`src/rtl/mhtq_pkg.sv`:
```
// ----------------------------------------------------------------------------
// mhtq_pkg: shared types and codes of the min-heap timer queue
// Opcodes, result kinds, the heap entry layout, the controller states and
// the wrap-safe deadline compare.
// ----------------------------------------------------------------------------
package mhtq_pkg;

   localparam int OPCODE_W = 3;
   localparam int TID_W    = 6;
   localparam int TIME_W   = 32;
   localparam int TMO_W    = 31;
   localparam int KIND_W   = 3;
   localparam int REQ_DW   = 72;
   localparam int RSP_DW   = 40;

   localparam logic [OPCODE_W-1:0] OP_ADD       = 3'd0;
   localparam logic [OPCODE_W-1:0] OP_FIRE      = 3'd1;
   localparam logic [OPCODE_W-1:0] OP_ADJUST    = 3'd2;
   localparam logic [OPCODE_W-1:0] OP_NEXT_TICK = 3'd3;
   localparam logic [OPCODE_W-1:0] OP_POP       = 3'd4;
   localparam logic [OPCODE_W-1:0] OP_CLEAR     = 3'd5;

   localparam logic [KIND_W-1:0] KIND_DONE     = 3'd0;
   localparam logic [KIND_W-1:0] KIND_EXPIRED  = 3'd1;
   localparam logic [KIND_W-1:0] KIND_FIRED    = 3'd2;
   localparam logic [KIND_W-1:0] KIND_NEXT_DUE = 3'd3;
   localparam logic [KIND_W-1:0] KIND_EMPTY    = 3'd4;
   localparam logic [KIND_W-1:0] KIND_FULL     = 3'd5;
   localparam logic [KIND_W-1:0] KIND_UNKNOWN  = 3'd6;

   typedef struct packed {
      logic [TID_W-1:0]  id;
      logic [TIME_W-1:0] dl;
   } heap_entry_type;

   localparam int HEAP_W = TID_W + TIME_W;

   typedef enum logic [3:0] {
      ST_IDLE,
      ST_DISPATCH,
      ST_POP_RD,
      ST_NT_RD,
      ST_NT_CHK,
      ST_RM_START,
      ST_RM_LAST,
      ST_SD_L,
      ST_SD_R,
      ST_SD_CMP2,
      ST_SD_DEC,
      ST_SU,
      ST_SU_DEC,
      ST_FIN,
      ST_EMIT
   } state_type;

   // True when deadline a lies strictly before deadline b, modulo 2^32.
   function automatic logic dl_before(input logic [TIME_W-1:0] a,
                                      input logic [TIME_W-1:0] b);
      logic [TIME_W-1:0] d;
      d = a - b;
      return d[TIME_W-1];
   endfunction

endpackage

```
`src/rtl/mhtq_ram.sv`:
```
// ----------------------------------------------------------------------------
// mhtq_ram: generic single-port-write, single-port-read RAM
// One write and one read per cycle; the read data is registered.
// ----------------------------------------------------------------------------
module mhtq_ram #(
   parameter int WIDTH = 8,
   parameter int DEPTH = 32
) (
   input  logic                     clock,
   input  logic                     we,
   input  logic [$clog2(DEPTH)-1:0] waddr,
   input  logic [WIDTH-1:0]         wdata,
   input  logic [$clog2(DEPTH)-1:0] raddr,
   output logic [WIDTH-1:0]         rdata
);

   logic [WIDTH-1:0] mem [DEPTH];
   logic [WIDTH-1:0] rdata_ff;

   always_ff @(posedge clock) begin
      if (we) begin
         mem[waddr] <= wdata;
      end
      rdata_ff <= mem[raddr];
   end

   assign rdata = rdata_ff;

endmodule

```
`src/rtl/min_heap_timer_queue_core.sv`:
```
// ----------------------------------------------------------------------------
// min_heap_timer_queue_core: timer queue on a binary min-heap of deadlines
// Add, fire, adjust, next-tick, pop and clear on up to HEAP_DEPTH timers.
// ----------------------------------------------------------------------------
// The block takes one item at a time on the req channel: opcode in tuser,
// current time, timer id and timeout in tdata. Deadlines live in a heap RAM
// (id and absolute deadline per slot) and a second RAM maps each id to its
// heap slot; present bits and the entry count are flip-flops, so reset and
// clear take effect at once with no clearing pass. A sift moves the displaced
// entry in registers and writes it back once it settles. The cost of an item
// is set by the single read port of the heap RAM: a sift-up step reads the
// parent and compares, a sift-down step reads the left and, if present, the
// right child and compares. Next-tick gives an expired result and a removal
// for each expired timer, then its final result; rsp stalls delay results.
// Results leave through an output register, so the next item is accepted
// while the final result of the previous one still waits on rsp.
module min_heap_timer_queue_core #(
   parameter int HEAP_DEPTH = 32,
   parameter int ID_COUNT   = 64
) (
   input  logic                            clock,
   input  logic                            reset,
   input  logic                            req_tvalid,
   output logic                            req_tready,
   // [31:0] now_ms, [37:32] timer_id, [68:38] timeout_ms, [71:69] zero
   input  logic [mhtq_pkg::REQ_DW-1:0]     req_tdata,
   // [2:0] opcode
   input  logic [mhtq_pkg::OPCODE_W-1:0]   req_tuser,
   output logic                            rsp_tvalid,
   input  logic                            rsp_tready,
   // [5:0] timer_id_res, [36:6] remaining_ms, [39:37] zero
   output logic [mhtq_pkg::RSP_DW-1:0]     rsp_tdata,
   // [2:0] kind
   output logic [mhtq_pkg::KIND_W-1:0]     rsp_tuser,
   output logic                            rsp_tlast
);
   import mhtq_pkg::*;

   localparam int SLOT_W = $clog2(HEAP_DEPTH);
   localparam int CNT_W  = $clog2(HEAP_DEPTH + 1);
   localparam int CW     = CNT_W + 1;
   localparam int IDX_W  = $clog2(ID_COUNT);
   localparam int EXT_W  = (IDX_W > TID_W) ? IDX_W : TID_W;

   function automatic logic [IDX_W-1:0] id_idx(input logic [TID_W-1:0] id);
      logic [EXT_W-1:0] e;
      e = EXT_W'(id);
      return e[IDX_W-1:0];
   endfunction

   // Request fields.
   logic [TIME_W-1:0] req_now;
   logic [TID_W-1:0]  req_id;
   logic [TMO_W-1:0]  req_tmo;
   assign req_now = req_tdata[31:0];
   assign req_id  = req_tdata[37:32];
   assign req_tmo = req_tdata[68:38];

   // Control and datapath registers.
   state_type            state_ff, state_in;
   logic [OPCODE_W-1:0]  op_ff, op_in;
   logic [TIME_W-1:0]    now_ff, now_in;
   logic [TID_W-1:0]     id_ff, id_in;
   logic [TIME_W-1:0]    dl_ff, dl_in;
   heap_entry_type       cur_ff, cur_in;
   heap_entry_type       ch_ff, ch_in;
   logic [SLOT_W-1:0]    chi_ff, chi_in;
   logic [SLOT_W-1:0]    i_ff, i_in;
   logic [SLOT_W-1:0]    start_ff, start_in;
   logic [CNT_W-1:0]     lim_ff, lim_in;
   logic [TID_W-1:0]     rm_id_ff, rm_id_in;
   logic [CNT_W-1:0]     count_ff, count_in;
   logic [ID_COUNT-1:0]  present_ff, present_in;
   logic [KIND_W-1:0]    res_kind_ff, res_kind_in;
   logic [TID_W-1:0]     res_id_ff, res_id_in;
   logic [TMO_W-1:0]     res_rem_ff, res_rem_in;
   logic                 res_last_ff, res_last_in;
   logic                 rsp_valid_ff, rsp_valid_in;
   logic [KIND_W-1:0]    rsp_kind_ff, rsp_kind_in;
   logic [TID_W-1:0]     rsp_id_ff, rsp_id_in;
   logic [TMO_W-1:0]     rsp_rem_ff, rsp_rem_in;
   logic                 rsp_last_ff, rsp_last_in;

   // Memory ports.
   logic                 heap_we;
   logic [SLOT_W-1:0]    heap_waddr, heap_raddr;
   heap_entry_type       heap_wdata, heap_rdata;
   logic                 slot_we;
   logic [IDX_W-1:0]     slot_waddr, slot_raddr;
   logic [SLOT_W-1:0]    slot_wdata, slot_rdata;

   mhtq_ram #(.WIDTH(HEAP_W), .DEPTH(HEAP_DEPTH)) u_heap_ram (
      .clock (clock),
      .we    (heap_we),
      .waddr (heap_waddr),
      .wdata (heap_wdata),
      .raddr (heap_raddr),
      .rdata (heap_rdata)
   );

   mhtq_ram #(.WIDTH(SLOT_W), .DEPTH(ID_COUNT)) u_slot_ram (
      .clock (clock),
      .we    (slot_we),
      .waddr (slot_waddr),
      .wdata (slot_wdata),
      .raddr (slot_raddr),
      .rdata (slot_rdata)
   );

   // The slot table is read with the incoming id, so the slot of the id is
   // ready in the dispatch cycle.
   assign slot_raddr = id_idx(req_id);

   logic              id_in_range;
   logic              id_known;
   logic [CW-1:0]     left_c;
   logic [CW-1:0]     right_c;
   logic [SLOT_W-1:0] parent_p;
   logic [CNT_W-1:0]  count_m1;
   logic [TIME_W-1:0] nt_diff;
   logic              post_tick;

   assign id_in_range = 32'(id_ff) < ID_COUNT;
   assign id_known    = id_in_range && present_ff[id_idx(id_ff)];
   assign left_c      = CW'({i_ff, 1'b1});
   assign right_c     = left_c + CW'(1);
   assign parent_p    = (i_ff - SLOT_W'(1)) >> 1;
   assign count_m1    = count_ff - CNT_W'(1);
   assign nt_diff     = heap_rdata.dl - now_ff;
   assign post_tick   = (op_ff == OP_NEXT_TICK);

   assign req_tready = (state_ff == ST_IDLE);

   always_comb begin
      state_in     = state_ff;
      op_in        = op_ff;
      now_in       = now_ff;
      id_in        = id_ff;
      dl_in        = dl_ff;
      cur_in       = cur_ff;
      ch_in        = ch_ff;
      chi_in       = chi_ff;
      i_in         = i_ff;
      start_in     = start_ff;
      lim_in       = lim_ff;
      rm_id_in     = rm_id_ff;
      count_in     = count_ff;
      present_in   = present_ff;
      res_kind_in  = res_kind_ff;
      res_id_in    = res_id_ff;
      res_rem_in   = res_rem_ff;
      res_last_in  = res_last_ff;
      rsp_valid_in = rsp_valid_ff && !rsp_tready;
      rsp_kind_in  = rsp_kind_ff;
      rsp_id_in    = rsp_id_ff;
      rsp_rem_in   = rsp_rem_ff;
      rsp_last_in  = rsp_last_ff;
      heap_we      = 1'b0;
      heap_waddr   = i_ff;
      heap_wdata   = cur_ff;
      heap_raddr   = '0;
      slot_we      = 1'b0;
      slot_waddr   = id_idx(cur_ff.id);
      slot_wdata   = i_ff;

      case (state_ff)
         ST_IDLE: begin
            if (req_tvalid) begin
               op_in    = req_tuser;
               now_in   = req_now;
               id_in    = req_id;
               dl_in    = req_now + TIME_W'(req_tmo);
               state_in = ST_DISPATCH;
            end
         end
         ST_DISPATCH: begin
            res_kind_in = KIND_DONE;
            res_id_in   = '0;
            res_rem_in  = '0;
            res_last_in = 1'b1;
            state_in    = ST_EMIT;
            case (op_ff)
               OP_ADD, OP_ADJUST: begin
                  if (!id_known) begin
                     if (op_ff == OP_ADJUST || !id_in_range) begin
                        res_kind_in = KIND_UNKNOWN;
                     end else if (count_ff == CNT_W'(HEAP_DEPTH)) begin
                        res_kind_in = KIND_FULL;
                     end else begin
                        // New timer goes to the end of the heap and moves up.
                        present_in[id_idx(id_ff)] = 1'b1;
                        count_in = count_ff + CNT_W'(1);
                        cur_in   = '{id: id_ff, dl: dl_ff};
                        i_in     = count_ff[SLOT_W-1:0];
                        state_in = ST_SU;
                     end
                  end else begin
                     cur_in   = '{id: id_ff, dl: dl_ff};
                     i_in     = slot_rdata;
                     start_in = slot_rdata;
                     lim_in   = count_ff;
                     state_in = ST_SD_L;
                  end
               end
               OP_FIRE: begin
                  if (!id_known) begin
                     res_kind_in = KIND_UNKNOWN;
                  end else begin
                     res_kind_in = KIND_FIRED;
                     res_id_in   = id_ff;
                     rm_id_in    = id_ff;
                     i_in        = slot_rdata;
                     state_in    = ST_RM_START;
                  end
               end
               OP_NEXT_TICK: begin
                  state_in = ST_NT_RD;
               end
               OP_POP: begin
                  if (count_ff == '0) begin
                     res_kind_in = KIND_EMPTY;
                  end else begin
                     heap_raddr = '0;
                     state_in   = ST_POP_RD;
                  end
               end
               OP_CLEAR: begin
                  present_in = '0;
                  count_in   = '0;
               end
               default: begin
               end
            endcase
         end
         ST_POP_RD: begin
            rm_id_in = heap_rdata.id;
            i_in     = '0;
            state_in = ST_RM_START;
         end
         ST_NT_RD: begin
            if (count_ff == '0) begin
               res_kind_in = KIND_EMPTY;
               res_id_in   = '0;
               res_rem_in  = '0;
               res_last_in = 1'b1;
               state_in    = ST_EMIT;
            end else begin
               heap_raddr = '0;
               state_in   = ST_NT_CHK;
            end
         end
         ST_NT_CHK: begin
            state_in = ST_EMIT;
            if (nt_diff == '0 || nt_diff[TIME_W-1]) begin
               res_kind_in = KIND_EXPIRED;
               res_id_in   = heap_rdata.id;
               res_rem_in  = '0;
               res_last_in = 1'b0;
               rm_id_in    = heap_rdata.id;
               i_in        = '0;
            end else begin
               res_kind_in = KIND_NEXT_DUE;
               res_id_in   = '0;
               res_rem_in  = nt_diff[TMO_W-1:0];
               res_last_in = 1'b1;
            end
         end
         ST_RM_START: begin
            // The last entry fills the hole and is re-sifted from there.
            present_in[id_idx(rm_id_ff)] = 1'b0;
            count_in = count_m1;
            lim_in   = count_m1;
            if (CNT_W'(i_ff) < count_m1) begin
               heap_raddr = count_m1[SLOT_W-1:0];
               state_in   = ST_RM_LAST;
            end else begin
               state_in = post_tick ? ST_NT_RD : ST_EMIT;
            end
         end
         ST_RM_LAST: begin
            cur_in   = heap_rdata;
            start_in = i_ff;
            state_in = ST_SD_L;
         end
         ST_SD_L: begin
            if (left_c < CW'(lim_ff)) begin
               heap_raddr = left_c[SLOT_W-1:0];
               state_in   = ST_SD_R;
            end else begin
               state_in = (i_ff != start_ff) ? ST_FIN : ST_SU;
            end
         end
         ST_SD_R: begin
            ch_in  = heap_rdata;
            chi_in = left_c[SLOT_W-1:0];
            if (right_c < CW'(lim_ff)) begin
               heap_raddr = right_c[SLOT_W-1:0];
               state_in   = ST_SD_CMP2;
            end else begin
               state_in = ST_SD_DEC;
            end
         end
         ST_SD_CMP2: begin
            if (dl_before(heap_rdata.dl, ch_ff.dl)) begin
               ch_in  = heap_rdata;
               chi_in = right_c[SLOT_W-1:0];
            end
            state_in = ST_SD_DEC;
         end
         ST_SD_DEC: begin
            if (dl_before(cur_ff.dl, ch_ff.dl)) begin
               state_in = (i_ff != start_ff) ? ST_FIN : ST_SU;
            end else begin
               heap_we    = 1'b1;
               heap_wdata = ch_ff;
               slot_we    = 1'b1;
               slot_waddr = id_idx(ch_ff.id);
               i_in       = chi_ff;
               state_in   = ST_SD_L;
            end
         end
         ST_SU: begin
            if (i_ff == '0) begin
               state_in = ST_FIN;
            end else begin
               heap_raddr = parent_p;
               state_in   = ST_SU_DEC;
            end
         end
         ST_SU_DEC: begin
            if (dl_before(heap_rdata.dl, cur_ff.dl)) begin
               state_in = ST_FIN;
            end else begin
               heap_we    = 1'b1;
               heap_wdata = heap_rdata;
               slot_we    = 1'b1;
               slot_waddr = id_idx(heap_rdata.id);
               i_in       = parent_p;
               state_in   = ST_SU;
            end
         end
         ST_FIN: begin
            heap_we  = 1'b1;
            slot_we  = 1'b1;
            state_in = post_tick ? ST_NT_RD : ST_EMIT;
         end
         ST_EMIT: begin
            if (!rsp_valid_ff || rsp_tready) begin
               rsp_valid_in = 1'b1;
               rsp_kind_in  = res_kind_ff;
               rsp_id_in    = res_id_ff;
               rsp_rem_in   = res_rem_ff;
               rsp_last_in  = res_last_ff;
               state_in     = res_last_ff ? ST_IDLE : ST_RM_START;
            end
         end
         default: begin
            state_in = ST_IDLE;
         end
      endcase
   end

   always_ff @(posedge clock) begin
      if (reset) begin
         state_ff     <= ST_IDLE;
         count_ff     <= '0;
         present_ff   <= '0;
         rsp_valid_ff <= 1'b0;
      end else begin
         state_ff     <= state_in;
         count_ff     <= count_in;
         present_ff   <= present_in;
         rsp_valid_ff <= rsp_valid_in;
      end
   end

   always_ff @(posedge clock) begin
      op_ff       <= op_in;
      now_ff      <= now_in;
      id_ff       <= id_in;
      dl_ff       <= dl_in;
      cur_ff      <= cur_in;
      ch_ff       <= ch_in;
      chi_ff      <= chi_in;
      i_ff        <= i_in;
      start_ff    <= start_in;
      lim_ff      <= lim_in;
      rm_id_ff    <= rm_id_in;
      res_kind_ff <= res_kind_in;
      res_id_ff   <= res_id_in;
      res_rem_ff  <= res_rem_in;
      res_last_ff <= res_last_in;
      rsp_kind_ff <= rsp_kind_in;
      rsp_id_ff   <= rsp_id_in;
      rsp_rem_ff  <= rsp_rem_in;
      rsp_last_ff <= rsp_last_in;
   end

   assign rsp_tvalid = rsp_valid_ff;
   assign rsp_tuser  = rsp_kind_ff;
   assign rsp_tlast  = rsp_last_ff;
   assign rsp_tdata  = {3'b000, rsp_rem_ff, rsp_id_ff};

endmodule

```
`config.mk`:
```
export PLATFORM = sky130hd
export DESIGN_NAME = min_heap_timer_queue_core
export DESIGN_NICKNAME = d
export VERILOG_FILES = /design/src/rtl/mhtq_pkg.sv /design/src/rtl/mhtq_ram.sv /design/src/rtl/min_heap_timer_queue_core.sv
export SDC_FILE = /design/constraint.sdc
export NUM_CORES = 2
export LEC_CHECK = 0
export BUFFER_PORTS_ARGS = -buffer_cell sky130_fd_sc_hd__buf_2
export CAP_MARGIN = 20
export CORE_AREA = 2 2 431 347
export CTS_CLUSTER_SIZE = 25
export DETAILED_ROUTE_END_ITERATION = 6
export DIE_AREA = 0 0 433 349
export HOLD_SLACK_MARGIN = 0.03
export PLACE_DENSITY = 0.74
export SETUP_SLACK_MARGIN = 0.02
export SYNTH_ARGS = -nofsm -noshare
export SYNTH_HDL_FRONTEND = slang
export SYNTH_SLANG_ARGS = --single-unit
```
`constraint.sdc`:
```
create_clock -name clock -period 5.5 [get_ports clock]
set_input_delay 0.275 -clock clock [delete_from_list [all_inputs] [get_ports clock]]
set_output_delay 0.275 -clock clock [all_outputs]
set_load 0.02 [all_outputs]
```
==> metrics.md <==
| Metric | Value |
|---|---|
| Status | `complete, but fails checks` |
| Failing checks | `design-rule violations` |
| Max_slew headroom | `24.6%` |
| Fin. max-slew vios | `0` |
| Crit share post-route | `95.9%` |
| H-Tree Depth | `4` |
| DR DRC count | `2` |
| Clk slew on worst S/H paths | `0.07 ns` |
| Sequential cell area | `0.0562 mm^2` |
| Hold WC Path Type | `in -> reg` |
| DR WL/cell | `28.0 um` |
| Max clock buf depth | `3` |
| Crit path DAT | `5.75 ns` |
| Critical Path, Cell by Cell | `inv_1, ha_1, nand2b_1, nor3_1, nor2_1, ha_1, nor2b_1, o21a_1, nor2_1, a21boi_4, buf_12, buf_12, mux4_2, a22oi_1, nand4_1` |
| CP Buf/Inv Count | `3` |
| Setup crit end | `u_heap_ram.rdata[12]$_DFF_P_` |
| CTS tree | `yes` |
| Worst-path maximum fanout | `37` |
| Starting Density | `54.7%` |
| Number of synthesized flops with an enable pin | `1794` |
| Via density | `6.48` |
| Worst Reg-to-Reg Cells | `15` |
| Comb power frac | `26.9%` |
| Crit path time final | `5.28 ns` |
| WP depth | `15` |
| Die Y | `349 um` |
| Clock share of power | `29.4%` |
| Cells after synthesis | `5234` |
| Post-synthesis sequential area ratio | `70.0%` |
| Library cells used by synthesis | `87` |
| Clock Tree Root | `clkbuf_16` |
| Most Crowded Layer GR | `met1` |
| Post-DRT Antenna Nets | `0` |
| Final wirelength | `215000 um` |
| Initial antenna violation count | `5` |
| GR Util met3 | `6.89%` |
| GR met1 Demand/Resource | `42.0%` |
| Fin Clk Skew | `0.0596 ns` |
| CP required | `5.98 ns` |
| Reg2reg start | `count_ff[0]$_SDFFE_PP0P_` |
| Synth-to-layout area growth | `14.0%` |
| RD Place Congestion | `0.889` |
| Multi-input gate area | `0.0228 mm^2` |
| Core Area | `0.147 mm^2` |
| I/O pins | `125` |
| NetSw | `0.0142 W` |
| Yosys reg bits | `1912` |
| Total negative slack | `0 ns` |
| Pwr/cell area | `472 mW/mm^2` |
| Via count | `49700` |
| Largest net degree at the start of global routing | `93` |
| Ys async rst share | `0%` |
| Most frequent cells in the layout | `edfxtp_1 (1794), nand2_1 (586), mux4_2 (252)` |
| Most common cell after layout, fill and taps aside | `edfxtp_1` |
| Switching Share | `32.8%` |
| Slowest cell on the critical path | `a21boi_4` |
| Setup crit end kind | `flop` |
| Setup crit start kind | `flop` |
| Final setup viols | `0` |
| Layout Nets | `5782` |
| Worst hold slack | `0.0980 ns` |
| Crit path kind | `reg -> reg` |
| MaxCap Viol Count | `0` |
| Final Hold Viols | `0` |
| Sequential share of power | `43.7%` |
| Vias in the first global route | `47700` |
| Fraction of layout cells with a size suffix above 1 | `17.5%` |
| R2R Path End | `u_heap_ram.rdata[12]$_DFF_P_` |
| Achievable Freq | `0.190 GHz` |
| Initial DRC Count | `7893` |
| Initial DRT Pass Iterations | `7` |
| Dpl hpwl | `127000 um` |
| Crit path largest cell delay | `0.56 ns` |
| Syn_area_per_cell | `15.3 um^2` |
| Slew of the pin with the lowest slew margin | `1.13 ns` |
| Ys flop type | `edfxtp_1` |
| Post-Syn Area | `0.0803 mm^2` |
| Cell Rows | `126` |
| Die area | `0.151 mm^2` |
| Power Internal | `0.0291 W` |
| Die X | `433 um` |
| Tot GR Track Use | `28.3%` |
| Layout filler cell count | `10100` |
| First-pass GRT wire length | `315000 um` |
| Worst skew pair latency | `0.83 ns` |
| Delay-heaviest family, CP | `simple AND/OR/NAND/NOR gates` |
| GRT overflow | `0` |
| R2R setup slack | `0.22 ns` |
| Met2 Use GR | `41.5%` |
| CP startpoint | `count_ff[0]$_SDFFE_PP0P_` |
| PortBufs | `118` |
| Clock Sinks | `1912` |
| Pleak | `31.1 nW` |
| RSZ-0062 raised after global routing | `no` |
| CTS Buf Count | `180` |
| Peak supply drop | `0.370 mV` |
| Syn. warnings | `0` |
==> Yosys cell counts (33+ instances only) <==
cell type / number / area [um^2]
inv_1: 155 / 582
dfxtp_1: 118 / 2360
and3_1: 38 / 238
nor3_1: 33 / 165
a22oi_1: 72 / 541
clkbuf_1: 196 / 736
a21o_1: 59 / 443
buf_2: 38 / 190
nand2_1: 587 / 2200
o21ai_0: 200 / 1000
ha_1: 173 / 2160
edfxtp_1: 1794 / 53900
buf_1: 40 / 150
mux4_2: 252 / 5680
nand2b_1: 35 / 219
a31oi_1: 35 / 219
nand4_1: 85 / 532
a222oi_1: 34 / 340
xnor2_1: 48 / 420
o31ai_1: 34 / 255
mux2i_1: 119 / 1190
a221oi_1: 35 / 307
a32oi_1: 47 / 412
nor2_1: 207 / 777
nand3_1: 145 / 726
a21oi_1: 249 / 1250
mux2_2: 55 / 619
nor2b_1: 95 / 594
==> tightest hold or removal path: cells and delay by family <==
kind	cells	cell delay, ns
XOR/XNOR	1	0.15
adder cells (fa/ha/maj)	1	0.20
buffers and inverters	1	0.08
==> per-stage QoR <==
stage	total power [W]	cells	setup WS, ns	util, %	instance area, um^2
after floorplan	0.0258	5236	0.603	-	80300
after CTS	0.0430	7663	0.310	62.3	91400
after detailed placement	0.0303	7262	0.400	57.7	84700
after global routing	0.0447	7670	0.0518	62.3	91500
after global placement	0.0300	7262	0.511	57.7	84700
final	0.0432	7670	0.224	62.3	91500
==> metal layers <==
layer	vias to the layer above	wire (um)
met3	469	27500
li1	21000	-
met5	-	23
met1	24900	85200
met2	3313	95500
met4	4	6810
==> repair_timing <==
item / in CTS / in global routing
resized for setup: 0 / 1
hold endpoints to repair: 69 / 2
setup buffers: 0 / 0
hold buffers: 62 / 2
endpoints found under the setup margin: 0 / 1
==> layout make-up <==
class,instances,share of cell area (%)
inverters,157,0.644
clock inverters,89,1.11
flip-flops and latches,1912,61.5
repair buffers,389,3.63
multi-input cells,2888,24.9
clock buffers,250,5.52
diodes,1,0.00273
well taps,1984,2.71
==> worst min path at each step <==
stage                                startpoint                 endpoint  slack, ns  cells after the start
floorplan                         req_tdata[32]       id_ff[0]$_DFFE_PP_       0.37                      0
global placement    res_rem_ff[5]$_SDFFCE_PN0P_  rsp_rem_ff[5]$_DFFE_PP_       0.40                      0
detailed placement  res_rem_ff[0]$_SDFFCE_PN0P_  rsp_rem_ff[0]$_DFFE_PP_       0.40                      0
CTS                               req_tdata[45]       dl_ff[7]$_DFFE_PP_       0.05                      3
global route                      req_tdata[54]      dl_ff[16]$_DFFE_PP_       0.08                      3
finish                            req_tdata[64]      dl_ff[26]$_DFFE_PP_        0.1                      3
==> kinds of logic (layout without fill, tap and decap cells) <==
family | after synthesis | in the layout | share of synthesized area, %
compound gates | 900 | 900 | 7.36
fa+ha+maj | 175 | 175 | 2.75
flops | 1912 | 1912 | 70.0
mux | 426 | 426 | 9.32
buf+inv | 436 | 885 | 2.12
other cells | 1 | 4 | 0.00467
simple gates | 1306 | 1306 | 7.56
xor+xnor | 78 | 78 | 0.851
==> power groups by stage <==
stage / logic, W / registers, W / clock network [W]
final: 0.0116 / 0.0189 / 0.0127
after global placement: 0.0109 / 0.0191 / 0
after floorplan: 0.00700 / 0.0188 / 0
after global routing: 0.0124 / 0.0189 / 0.0134
after detailed placement: 0.0112 / 0.0191 / 0
after CTS: 0.0114 / 0.0188 / 0.0128
==> sequential cells by signal (all words and copies together) (netlist names), 4 cells and up <==
register and count:
ch_ff 38, chi_ff 5, count_ff 6, cur_ff 38, dl_ff 32, heap_waddr 5
id_ff 6, lim_ff 6, now_ff 32, present_ff 64, res_id_ff 6, res_rem_ff 31
rm_id_ff 6, rsp_id_ff 6, rsp_rem_ff 31, start_ff 5, state_ff 4, u_heap_ram.mem 1216
u_heap_ram.rdata 38, u_slot_ram.mem 320, u_slot_ram.rdata 5
Note: power is estimated with default switching activity, not from simulation.
